==> config.mk <==
export PLATFORM = sky130hd
export DESIGN_NAME = top_k_sample_mean_top_flat
export DESIGN_NICKNAME = d
export VERILOG_FILES = /design/src/rtl/tks_pkg.sv /design/src/rtl/tks_if.sv /design/src/rtl/tks_cell.sv /design/src/rtl/tks_div.sv /design/src/rtl/top_k_sample_mean_top.sv /design/src/flat_wrapper.sv
export SDC_FILE = /design/constraint.sdc
export NUM_CORES = 2
export LEC_CHECK = 0
export BUFFER_PORTS_ARGS = -buffer_cell sky130_fd_sc_hd__buf_4
export CAP_MARGIN = 20
export CORE_UTILIZATION = 29
export DETAILED_ROUTE_END_ITERATION = 10
export SYNTH_ARGS = -nofsm -noshare
export SYNTH_HDL_FRONTEND = slang
export SYNTH_SLANG_ARGS = --single-unit
==> constraint.sdc <==
create_clock -name clk -period 6 [get_ports clk]
set_clock_uncertainty 0.15 [all_clocks]
set_input_delay 0 -clock clk [delete_from_list [all_inputs] [get_ports clk]]
set_output_delay 0 -clock clk [all_outputs]
set_load 0.1 [all_outputs]
==> src/rtl/tks_pkg.sv <==
// ----------------------------------------------------------------------------
// tks_pkg: shared types and constants of the top-k sample mean block
// Field widths of the sample and result transactions and the control
// group that steers each cell of the sorted chain.
// ----------------------------------------------------------------------------
package tks_pkg;

    // Width of one sample and of the mean
    localparam int SAMPLE_W = 32;
    // Width of the used-count field of a result
    localparam int USED_W = 4;

    // Control group broadcast to every cell of the chain
    typedef struct packed {
        logic insert;   // compare-and-shift a new sample into the chain
        logic drain;    // shift every entry one place towards the head
    } cell_ctrl_t;

endpackage

==> src/rtl/tks_if.sv <==
// ----------------------------------------------------------------------------
// tks_if: valid/ready channels of the top-k sample mean block
// tks_in_if carries sample transactions, tks_out_if carries results.
// ----------------------------------------------------------------------------
interface tks_in_if;
    logic                                valid;
    logic                                ready;
    logic signed [tks_pkg::SAMPLE_W-1:0] sample;
    logic                                present;
    logic                                is_last;

    modport source (output valid, output sample, output present, output is_last,
                    input ready);
    modport sink   (input valid, input sample, input present, input is_last,
                    output ready);
endinterface

interface tks_out_if;
    logic                                valid;
    logic                                ready;
    logic signed [tks_pkg::SAMPLE_W-1:0] mean_value;
    logic        [tks_pkg::USED_W-1:0]   used_count;

    modport source (output valid, output mean_value, output used_count, input ready);
    modport sink   (input valid, input mean_value, input used_count, output ready);
endinterface

==> src/rtl/tks_cell.sv <==
// ----------------------------------------------------------------------------
// tks_cell: one entry of the sorted chain
// Holds one kept sample. On insert it either keeps its value, takes the new
// sample or takes its upper neighbour's value; on drain it takes its lower
// neighbour's value so that the chain empties through the head.
// ----------------------------------------------------------------------------
module tks_cell (
    input  logic                                clk,
    input  tks_pkg::cell_ctrl_t                 ctrl,
    input  logic                                valid,
    input  logic signed [tks_pkg::SAMPLE_W-1:0] sample,
    input  logic signed [tks_pkg::SAMPLE_W-1:0] prev_value,
    input  logic                                prev_gt,
    input  logic signed [tks_pkg::SAMPLE_W-1:0] next_value,
    output logic signed [tks_pkg::SAMPLE_W-1:0] value,
    output logic                                gt
);
    import tks_pkg::*;

    logic signed [SAMPLE_W-1:0] value_reg;
    logic signed [SAMPLE_W-1:0] value_next;

    // New sample belongs at or above this place
    assign gt = !valid || (sample > value_reg);

    // Select the next entry value
    always_comb
    begin
        value_next = value_reg;
        if (ctrl.drain)
        begin
            value_next = next_value;
        end
        else if (ctrl.insert && gt)
        begin
            value_next = prev_gt ? prev_value : sample;
        end
    end

    // Hold the entry
    always_ff @(posedge clk)
    begin
        value_reg <= value_next;
    end

    assign value = value_reg;

endmodule

==> src/rtl/tks_div.sv <==
// ----------------------------------------------------------------------------
// tks_div: radix-2 signed-by-unsigned divider
// Divides the magnitude of the sum one quotient bit per cycle and restores
// the sign at the end, so the quotient truncates towards zero.
// ----------------------------------------------------------------------------
module tks_div #(
    parameter int DIVIDEND_W = 36,
    parameter int DIVISOR_W  = 4
) (
    input  logic                                clk,
    input  logic                                rst_n,
    input  logic                                start,
    input  logic signed [DIVIDEND_W-1:0]        dividend,
    input  logic        [DIVISOR_W-1:0]         divisor,
    output logic                                done,
    output logic signed [tks_pkg::SAMPLE_W-1:0] quotient
);
    import tks_pkg::*;

    localparam int STEP_W = $clog2(DIVIDEND_W + 1);

    logic                  busy_reg;
    logic                  busy_next;
    logic                  done_reg;
    logic                  done_next;
    logic [STEP_W-1:0]     step_reg;
    logic [STEP_W-1:0]     step_next;
    logic                  neg_reg;
    logic                  neg_next;
    logic [DIVISOR_W-1:0]  rem_reg;
    logic [DIVISOR_W-1:0]  rem_next;
    logic [DIVIDEND_W-1:0] quo_reg;
    logic [DIVIDEND_W-1:0] quo_next;
    logic [DIVISOR_W-1:0]  div_reg;
    logic [DIVISOR_W-1:0]  div_next;

    logic [DIVIDEND_W-1:0] magnitude;
    logic [DIVISOR_W:0]    trial;
    logic [DIVISOR_W:0]    diff;
    logic                  fits;
    logic [DIVIDEND_W-1:0] signed_quo;

    assign magnitude = dividend[DIVIDEND_W-1] ? (~dividend + 1'b1) : dividend;
    assign trial     = {rem_reg, quo_reg[DIVIDEND_W-1]};
    assign diff      = trial - {1'b0, div_reg};
    assign fits      = trial >= {1'b0, div_reg};

    // Load operands or advance one quotient bit
    always_comb
    begin
        busy_next = busy_reg;
        done_next = 1'b0;
        step_next = step_reg;
        neg_next  = neg_reg;
        rem_next  = rem_reg;
        quo_next  = quo_reg;
        div_next  = div_reg;
        if (start)
        begin
            busy_next = 1'b1;
            step_next = STEP_W'(DIVIDEND_W);
            neg_next  = dividend[DIVIDEND_W-1];
            rem_next  = '0;
            quo_next  = magnitude;
            div_next  = divisor;
        end
        else if (busy_reg)
        begin
            rem_next  = fits ? diff[DIVISOR_W-1:0] : trial[DIVISOR_W-1:0];
            quo_next  = {quo_reg[DIVIDEND_W-2:0], fits};
            step_next = step_reg - 1'b1;
            if (step_reg == STEP_W'(1))
            begin
                busy_next = 1'b0;
                done_next = 1'b1;
            end
        end
    end

    // Hold control state
    always_ff @(posedge clk or negedge rst_n)
    begin
        if (!rst_n)
        begin
            busy_reg <= 1'b0;
            done_reg <= 1'b0;
            step_reg <= '0;
        end
        else
        begin
            busy_reg <= busy_next;
            done_reg <= done_next;
            step_reg <= step_next;
        end
    end

    // Hold operands and partial results
    always_ff @(posedge clk)
    begin
        neg_reg <= neg_next;
        rem_reg <= rem_next;
        quo_reg <= quo_next;
        div_reg <= div_next;
    end

    // Restore the sign of the quotient
    assign signed_quo = neg_reg ? (~quo_reg + 1'b1) : quo_reg;
    assign quotient   = signed_quo[SAMPLE_W-1:0];
    assign done       = done_reg;

endmodule

==> src/rtl/top_k_sample_mean_top.sv <==
// ----------------------------------------------------------------------------
// top_k_sample_mean_top: mean of the largest samples of one spectrum
// Keeps the TOP_COUNT largest samples in a sorted chain of cells and, on
// the item marked last, gives their mean and count.
// ----------------------------------------------------------------------------
// Usage
//   samples: one transaction per sample (present = 1) or a bare end marker
//   (present = 0). is_last = 1 closes the spectrum and produces one result.
//   level: one result transaction per closed spectrum, mean_value (signed,
//   truncated towards zero, 0 for an empty spectrum) and used_count.
// Throughput: while the block is idle, samples that do not close a spectrum
//   are taken one per cycle; insertion into the chain is a single
//   compare-and-shift in every cell. Closing: the chain drains its k kept
//   entries one per cycle into the accumulator, then the divider yields one
//   quotient bit per cycle (36 bits at the default size). samples.ready is
//   low from the closing transaction until the result enters the output register.
// Stall: a result waits in the output register; new samples are taken
//   meanwhile, and the next closing transaction waits only if the register
//   is still full when its mean is ready.
// Reset: rst_n clears the kept count, the control state and the output
//   valid; the chain entries need no clearing.
// ----------------------------------------------------------------------------
module top_k_sample_mean_top #(
    parameter int TOP_COUNT = 10
) (
    input  logic      clk,
    input  logic      rst_n,
    tks_in_if.sink    samples,
    tks_out_if.source level
);
    import tks_pkg::*;

    localparam int CNT_W = $clog2(TOP_COUNT + 1);
    localparam int SUM_W = SAMPLE_W + $clog2(TOP_COUNT);

    typedef enum logic [1:0] {
        S_IDLE,
        S_SUM,
        S_DIV,
        S_PUT
    } state_t;

    state_t                     state_reg;
    state_t                     state_next;
    logic [CNT_W-1:0]           kept_count_reg;
    logic [CNT_W-1:0]           kept_count_next;
    logic [CNT_W-1:0]           k_reg;
    logic [CNT_W-1:0]           k_next;
    logic [CNT_W-1:0]           drain_cnt_reg;
    logic [CNT_W-1:0]           drain_cnt_next;
    logic signed [SUM_W-1:0]    acc_reg;
    logic signed [SUM_W-1:0]    acc_next;
    logic                       out_valid_reg;
    logic                       out_valid_next;
    logic signed [SAMPLE_W-1:0] mean_reg;
    logic signed [SAMPLE_W-1:0] mean_next;
    logic [USED_W-1:0]          used_reg;
    logic [USED_W-1:0]          used_next;

    logic                       accept;
    logic                       insert_ok;
    logic [CNT_W-1:0]           kept_after;
    cell_ctrl_t                 ctrl;
    logic                       div_start;
    logic                       div_done;
    logic signed [SAMPLE_W-1:0] div_quotient;

    logic signed [SAMPLE_W-1:0] cell_value [TOP_COUNT];
    logic                       cell_gt    [TOP_COUNT];

    assign accept = samples.valid && samples.ready;

    // Chain control: insert on a present sample, drain while summing
    assign ctrl = '{insert: accept && samples.present,
                    drain:  (state_reg == S_SUM) && (drain_cnt_reg != '0)};

    // Sorted chain, largest at the head
    for (genvar i = 0; i < TOP_COUNT; i++)
    begin : g_cell
        logic                       prev_gt;
        logic signed [SAMPLE_W-1:0] prev_value;
        logic signed [SAMPLE_W-1:0] next_value;

        if (i == 0)
        begin : g_head
            assign prev_gt    = 1'b0;
            assign prev_value = samples.sample;
        end
        else
        begin : g_body
            assign prev_gt    = cell_gt[i-1];
            assign prev_value = cell_value[i-1];
        end

        if (i == TOP_COUNT - 1)
        begin : g_tail
            assign next_value = '0;
        end
        else
        begin : g_inner
            assign next_value = cell_value[i+1];
        end

        tks_cell u_cell (
            .clk        (clk),
            .ctrl       (ctrl),
            .valid      (CNT_W'(i) < kept_count_reg),
            .sample     (samples.sample),
            .prev_value (prev_value),
            .prev_gt    (prev_gt),
            .next_value (next_value),
            .value      (cell_value[i]),
            .gt         (cell_gt[i])
        );
    end

    // Sample enters the chain when the tail entry would move
    assign insert_ok  = cell_gt[TOP_COUNT-1];
    assign kept_after = (ctrl.insert && insert_ok && (kept_count_reg < CNT_W'(TOP_COUNT)))
                        ? kept_count_reg + 1'b1 : kept_count_reg;

    assign div_start = (state_reg == S_SUM) && (drain_cnt_reg == '0);

    tks_div #(
        .DIVIDEND_W (SUM_W),
        .DIVISOR_W  (CNT_W)
    ) u_div (
        .clk      (clk),
        .rst_n    (rst_n),
        .start    (div_start),
        .dividend (acc_reg),
        .divisor  (k_reg),
        .done     (div_done),
        .quotient (div_quotient)
    );

    // Sequence insertion, drain, division and result hand-off
    always_comb
    begin
        state_next      = state_reg;
        kept_count_next = kept_count_reg;
        k_next          = k_reg;
        drain_cnt_next  = drain_cnt_reg;
        acc_next        = acc_reg;
        out_valid_next  = out_valid_reg;
        mean_next       = mean_reg;
        used_next       = used_reg;

        if (level.valid && level.ready)
        begin
            out_valid_next = 1'b0;
        end

        unique case (state_reg)
            S_IDLE:
            begin
                if (accept)
                begin
                    kept_count_next = kept_after;
                    if (samples.is_last)
                    begin
                        kept_count_next = '0;
                        k_next          = kept_after;
                        drain_cnt_next  = kept_after;
                        acc_next        = '0;
                        state_next      = S_SUM;
                    end
                end
            end
            S_SUM:
            begin
                if (drain_cnt_reg == '0)
                begin
                    state_next = S_DIV;
                end
                else
                begin
                    acc_next       = acc_reg + SUM_W'(cell_value[0]);
                    drain_cnt_next = drain_cnt_reg - 1'b1;
                end
            end
            S_DIV:
            begin
                if (div_done)
                begin
                    state_next = S_PUT;
                end
            end
            S_PUT:
            begin
                if (!out_valid_reg || level.ready)
                begin
                    out_valid_next = 1'b1;
                    mean_next      = (k_reg == '0) ? '0 : div_quotient;
                    used_next      = USED_W'(k_reg);
                    state_next     = S_IDLE;
                end
            end
            default:
            begin
                state_next = S_IDLE;
            end
        endcase
    end

    // Hold state and registered outputs
    always_ff @(posedge clk or negedge rst_n)
    begin
        if (!rst_n)
        begin
            state_reg      <= S_IDLE;
            kept_count_reg <= '0;
            k_reg          <= '0;
            drain_cnt_reg  <= '0;
            out_valid_reg  <= 1'b0;
        end
        else
        begin
            state_reg      <= state_next;
            kept_count_reg <= kept_count_next;
            k_reg          <= k_next;
            drain_cnt_reg  <= drain_cnt_next;
            out_valid_reg  <= out_valid_next;
        end
    end

    // Hold sum and result payload
    always_ff @(posedge clk)
    begin
        acc_reg  <= acc_next;
        mean_reg <= mean_next;
        used_reg <= used_next;
    end

    assign samples.ready    = (state_reg == S_IDLE);
    assign level.valid      = out_valid_reg;
    assign level.mean_value = mean_reg;
    assign level.used_count = used_reg;

    // Kept count never exceeds the chain length
    assert property (@(posedge clk) disable iff (!rst_n)
        kept_count_reg <= CNT_W'(TOP_COUNT))
        else $error("kept count beyond chain length");

    // A closing transaction empties the chain
    assert property (@(posedge clk) disable iff (!rst_n)
        samples.valid && samples.ready && samples.is_last |=> kept_count_reg == '0)
        else $error("chain not emptied after closing transaction");

    // Divider finishes only while the sequencer waits for it
    assert property (@(posedge clk) disable iff (!rst_n)
        div_done |-> state_reg == S_DIV)
        else $error("divider finished outside division phase");

    // A new result appears only from the hand-off state
    assert property (@(posedge clk) disable iff (!rst_n)
        $rose(out_valid_reg) |-> $past(state_reg) == S_PUT)
        else $error("result raised outside hand-off");

    // Chain drains exactly k entries before division starts
    assert property (@(posedge clk) disable iff (!rst_n)
        div_start |-> drain_cnt_reg == '0 && k_reg <= CNT_W'(TOP_COUNT))
        else $error("division started with a bad count");

endmodule

==> src/flat_wrapper.sv <==
// flat-port wrapper written by rule: the top's interface ports become plain ports
module top_k_sample_mean_top_flat import tks_pkg::*;
#(
    parameter int TOP_COUNT = 10
)
  (clk, rst_n, samples_valid, samples_sample, samples_present, samples_is_last, samples_ready, level_valid, level_mean_value, level_used_count, level_ready);
  tks_in_if samples_i ();
  tks_out_if level_i ();
  input  logic clk;
  input  logic rst_n;
  input wire logic [$bits(samples_i.valid)-1:0] samples_valid;
  input wire logic [$bits(samples_i.sample)-1:0] samples_sample;
  input wire logic [$bits(samples_i.present)-1:0] samples_present;
  input wire logic [$bits(samples_i.is_last)-1:0] samples_is_last;
  output wire logic [$bits(samples_i.ready)-1:0] samples_ready;
  output wire logic [$bits(level_i.valid)-1:0] level_valid;
  output wire logic [$bits(level_i.mean_value)-1:0] level_mean_value;
  output wire logic [$bits(level_i.used_count)-1:0] level_used_count;
  input wire logic [$bits(level_i.ready)-1:0] level_ready;
  assign samples_i.valid = samples_valid;
  assign samples_i.sample = samples_sample;
  assign samples_i.present = samples_present;
  assign samples_i.is_last = samples_is_last;
  assign samples_ready = samples_i.ready;
  assign level_valid = level_i.valid;
  assign level_mean_value = level_i.mean_value;
  assign level_used_count = level_i.used_count;
  assign level_i.ready = level_ready;
  top_k_sample_mean_top #(.TOP_COUNT(TOP_COUNT)) u_core (.clk(clk), .rst_n(rst_n), .samples(samples_i), .level(level_i));
endmodule
==> flow_metrics.py <==
metrics = {
    "timing": {
        "tns_ns": 0,
        "worst_slew_pin_slew_ns": 1.17,
        "fin_ws_ns": 1.43,
        "rsz0062_at_grt": "no",
        "setup_violations": 0,
        "period_share_pct": 76.2,
        "period_needed_ns": 4.57,
        "drv_slew": 0,
        "final_hold_viol_count": 0,
        "max_freq_mhz": 219,
        "slew_headroom_pct": 21.9,
    },
    "final_layout": {
        "layout_commonest_cell": "edfxtp_1",
        "most-common-layout-cells": "edfxtp_1, ha_1, inv_1",
        "drive_gt1_share_pct": 6.93,
        "nFillCells": 11400,
        "largest_reg_flops": 320,
        "syn_to_final_growth_pct": 13.2,
        "design_area_um2": 37000,
        "nets": 3845,
        "insertedDiodeCount": 0,
    },
    "placed_design": {
        "dp_hpwl_um": 70500,
        "post_dp_cell_area_um2": 34900,
        "portBuffers": 75,
        "gp_congestion": 0.883,
        "post-place-ws_ns": 1.37,
    },
    "routing": {
        "post_drt_wl_per_cell_um": 19.3,
        "first_iter_violations": 2345,
        "drc": 0,
        "via_per_inst": 5.45,
        "wirelength_um": 95800,
        "vias": 27100,
        "postRouteAntennaNets": 0,
        "first_pass_iters": 6,
    },
    "clocking": {
        "clock_latency_ns": 0.64,
        "htreeDepth": 2,
        "clk_pin_slew_ns": 0.07,
        "cts_tree": "built",
        "cts_buffers": 52,
        "clkSinkCount": 460,
        "cts_max_path_buffers": 3,
        "cts_root_buf": "clkbuf_16",
    },
    "power": {
        "p_clk_share_pct": 45.8,
        "combinationalPowerShare_pct": 6.2,
        "seqPwrFrac_pct": 47.9,
        "swShare_pct": 23.9,
        "max-vdd-ir-drop_mv": 0.181,
        "power_switching_mw": 1.71,
        "power-per-cell-area_nw_per_um2": 193,
        "p_leak_nw": 15.1,
        "power.internal_mw": 5.45,
        "power_mw": 7.16,
    },
    "synthesis": {
        "synthArstFlopShare_pct": 5.00,
        "synth.lib_cells_used.distinct": 76,
        "mappedNetlistArea_um2": 32700,
        "ys_seq_area_share_pct": 40.8,
        "postSynthCellCount": 3412,
        "synth_seq_cells": 460,
        "yosys_warnings": 0,
        "synth_area_per_cell_um2": 9.59,
        "synth_ff_type": "edfxtp_1",
        "synth-edff-count": 401,
        "syn_nets": 3822,
    },
    "worst_setup_path": {
        "path_cells": "inv_1, ha_1, nand4_1, nor3_1, o211ai_1, o211ai_1, nor4bb_1, nand3b_1, buf_4, nand2_1, nand2_1, buf_4",
        "worst-path-buf-inv": 3,
        "critPathLaunchType": "flop",
        "cp.arrival_ns": 4.74,
        "crit_slowest_cell": "nor3_1",
        "path_delay_family": "simple AND/OR/NAND/NOR gates",
        "cp-end-kind": "flop",
        "slowest_delay_ns": 0.63,
        "worstPathMaxFanout": 65,
        "worstPathRequired_ns": 6.17,
        "critPathKind": "flop to flop",
    },
    "worst_hold_path": {
        "hp-class": "input pin to flop",
    },
    "status": {
        "status": "finished clean",
    },
    "global_routing": {
        "grt_start_max_net_pins": 158,
        "gr-total-overflow": 0,
        "antenna_found_initial": 0,
        "grtUsageTotal_pct": 16.4,
        "grt_pass1_wl_um": 147000,
        "grt_pass1_vias": 25300,
    },
    "floorplanning": {
        "ios": 76,
        "die-area_um2": 114000,
        "num_rows": 122,
        "die_w_um": 338,
        "core_area_um2": 111000,
        "die_h_um": 338,
        "initial_core_util_pct": 29.4,
    },
    "job": {
        "maxCapViolCount": 0,
    },
}
-- metrics by stage --
stage	instances	hold slack [ns]	util, %
global route	4964	0.122	33.3
global placement	4826	-0.225	31.3
finish	4964	0.126	33.3
CTS	4959	0.0711	33.2
detailed placement	4826	-0.231	31.3
floorplan	3412	-0.446	-
-- path summary, 6_finish.rpt --
path | from | end | slack [ns] | depth (start not counted)
min reg2reg | u_core.u_div.rem_reg[3] | u_core.u_div.rem_reg[3] | 0.33 | 2
max in group asynchronous | rst_n | u_core.level.valid | 4.89 | 4
min in group asynchronous | rst_n | u_core.u_div.step_reg[5] | 0.34 | 3
max reg2reg | u_core.g_cell[7].u_cell.value[31] | u_core.g_cell[7].u_cell.value[16] | 1.43 | 12
max | u_core.g_cell[7].u_cell.value[31] | u_core.g_cell[7].u_cell.value[16] | 1.43 | 12
min | samples_present | u_core.g_cell[1].u_cell.value[13] | 0.13 | 4
-- cells by family after synthesis --
logic type	after synthesis	synth area share, %
xor gates and xnor gates	98	2.62
AOI/OAI and AO/OA	966	20.1
DFF	460	40.8
adders and majority gates	372	14.3
and+or+nand+nor	901	13.6
buffers and inverters	536	6.20
muxes	79	2.43
-- synthesized netlist by cell type, drive strengths merged (42+ instances only) --
cell | instances | area, um2
nand3 | 154 | 771
mux2i | 76 | 761
nor3 | 66 | 342
clkbuf | 162 | 608
o221ai | 160 | 1400
nor2 | 213 | 802
o211ai | 57 | 428
a21oi | 180 | 905
inv | 349 | 1310
nand2 | 230 | 863
a211oi | 45 | 338
a31oi | 45 | 282
nand4 | 76 | 475
edfxtp | 401 | 12000
a21o | 63 | 473
xor2 | 78 | 683
ha | 370 | 4630
and4 | 42 | 368
o21ai | 221 | 1110
-- power by group through the flow --
stage / Clock [mW] / Sequential, mW / Combinational (mW)
after global routing: 3.46 / 3.43 / 0.492
after global placement: 0 / 3.50 / 0.407
final: 3.28 / 3.43 / 0.446
after CTS: 3.36 / 3.43 / 0.438
after detailed placement: 0 / 3.50 / 0.415
after floorplan: 0 / 3.50 / 0.226
-- final cells by class --
| class | instances | area (um2) | area share (%) |
|---|---|---|---|
| Multi-Input combinational cell | 2416 | 17500 | 47.2 |
| Sequential cell | 460 | 13300 | 36.0 |
| Tap cell | 1488 | 1860 | 5.03 |
| Clock buffer | 61 | 1380 | 3.71 |
| Timing Repair Buffer | 155 | 1360 | 3.67 |
| Inverter | 350 | 1310 | 3.55 |
| Clock inverter | 34 | 318 | 0.858 |
-- metal layers --
layer	track usage, %	wire, um	vias up
met5	0	0	-
met4	4.69	2340	0
met3	3.31	8430	126
met2	24.0	40000	1000
met1	24.0	45100	12900
li1	-	-	13000
-- worst min-delay path: stages --
cell,delay [ns]
buf_4,0.13
nand3_1,0.09
buf_4,0.27
o21ai_4,0.18
-- timing repair --
item | 4_1_cts | 5_1_grt
hold buffers | 38 | 0
hold endpoints to repair | 186 | 0
buffers inserted | 0 | 0
resized for setup | 0 | 0
Note: power is estimated with default switching activity, not from simulation.
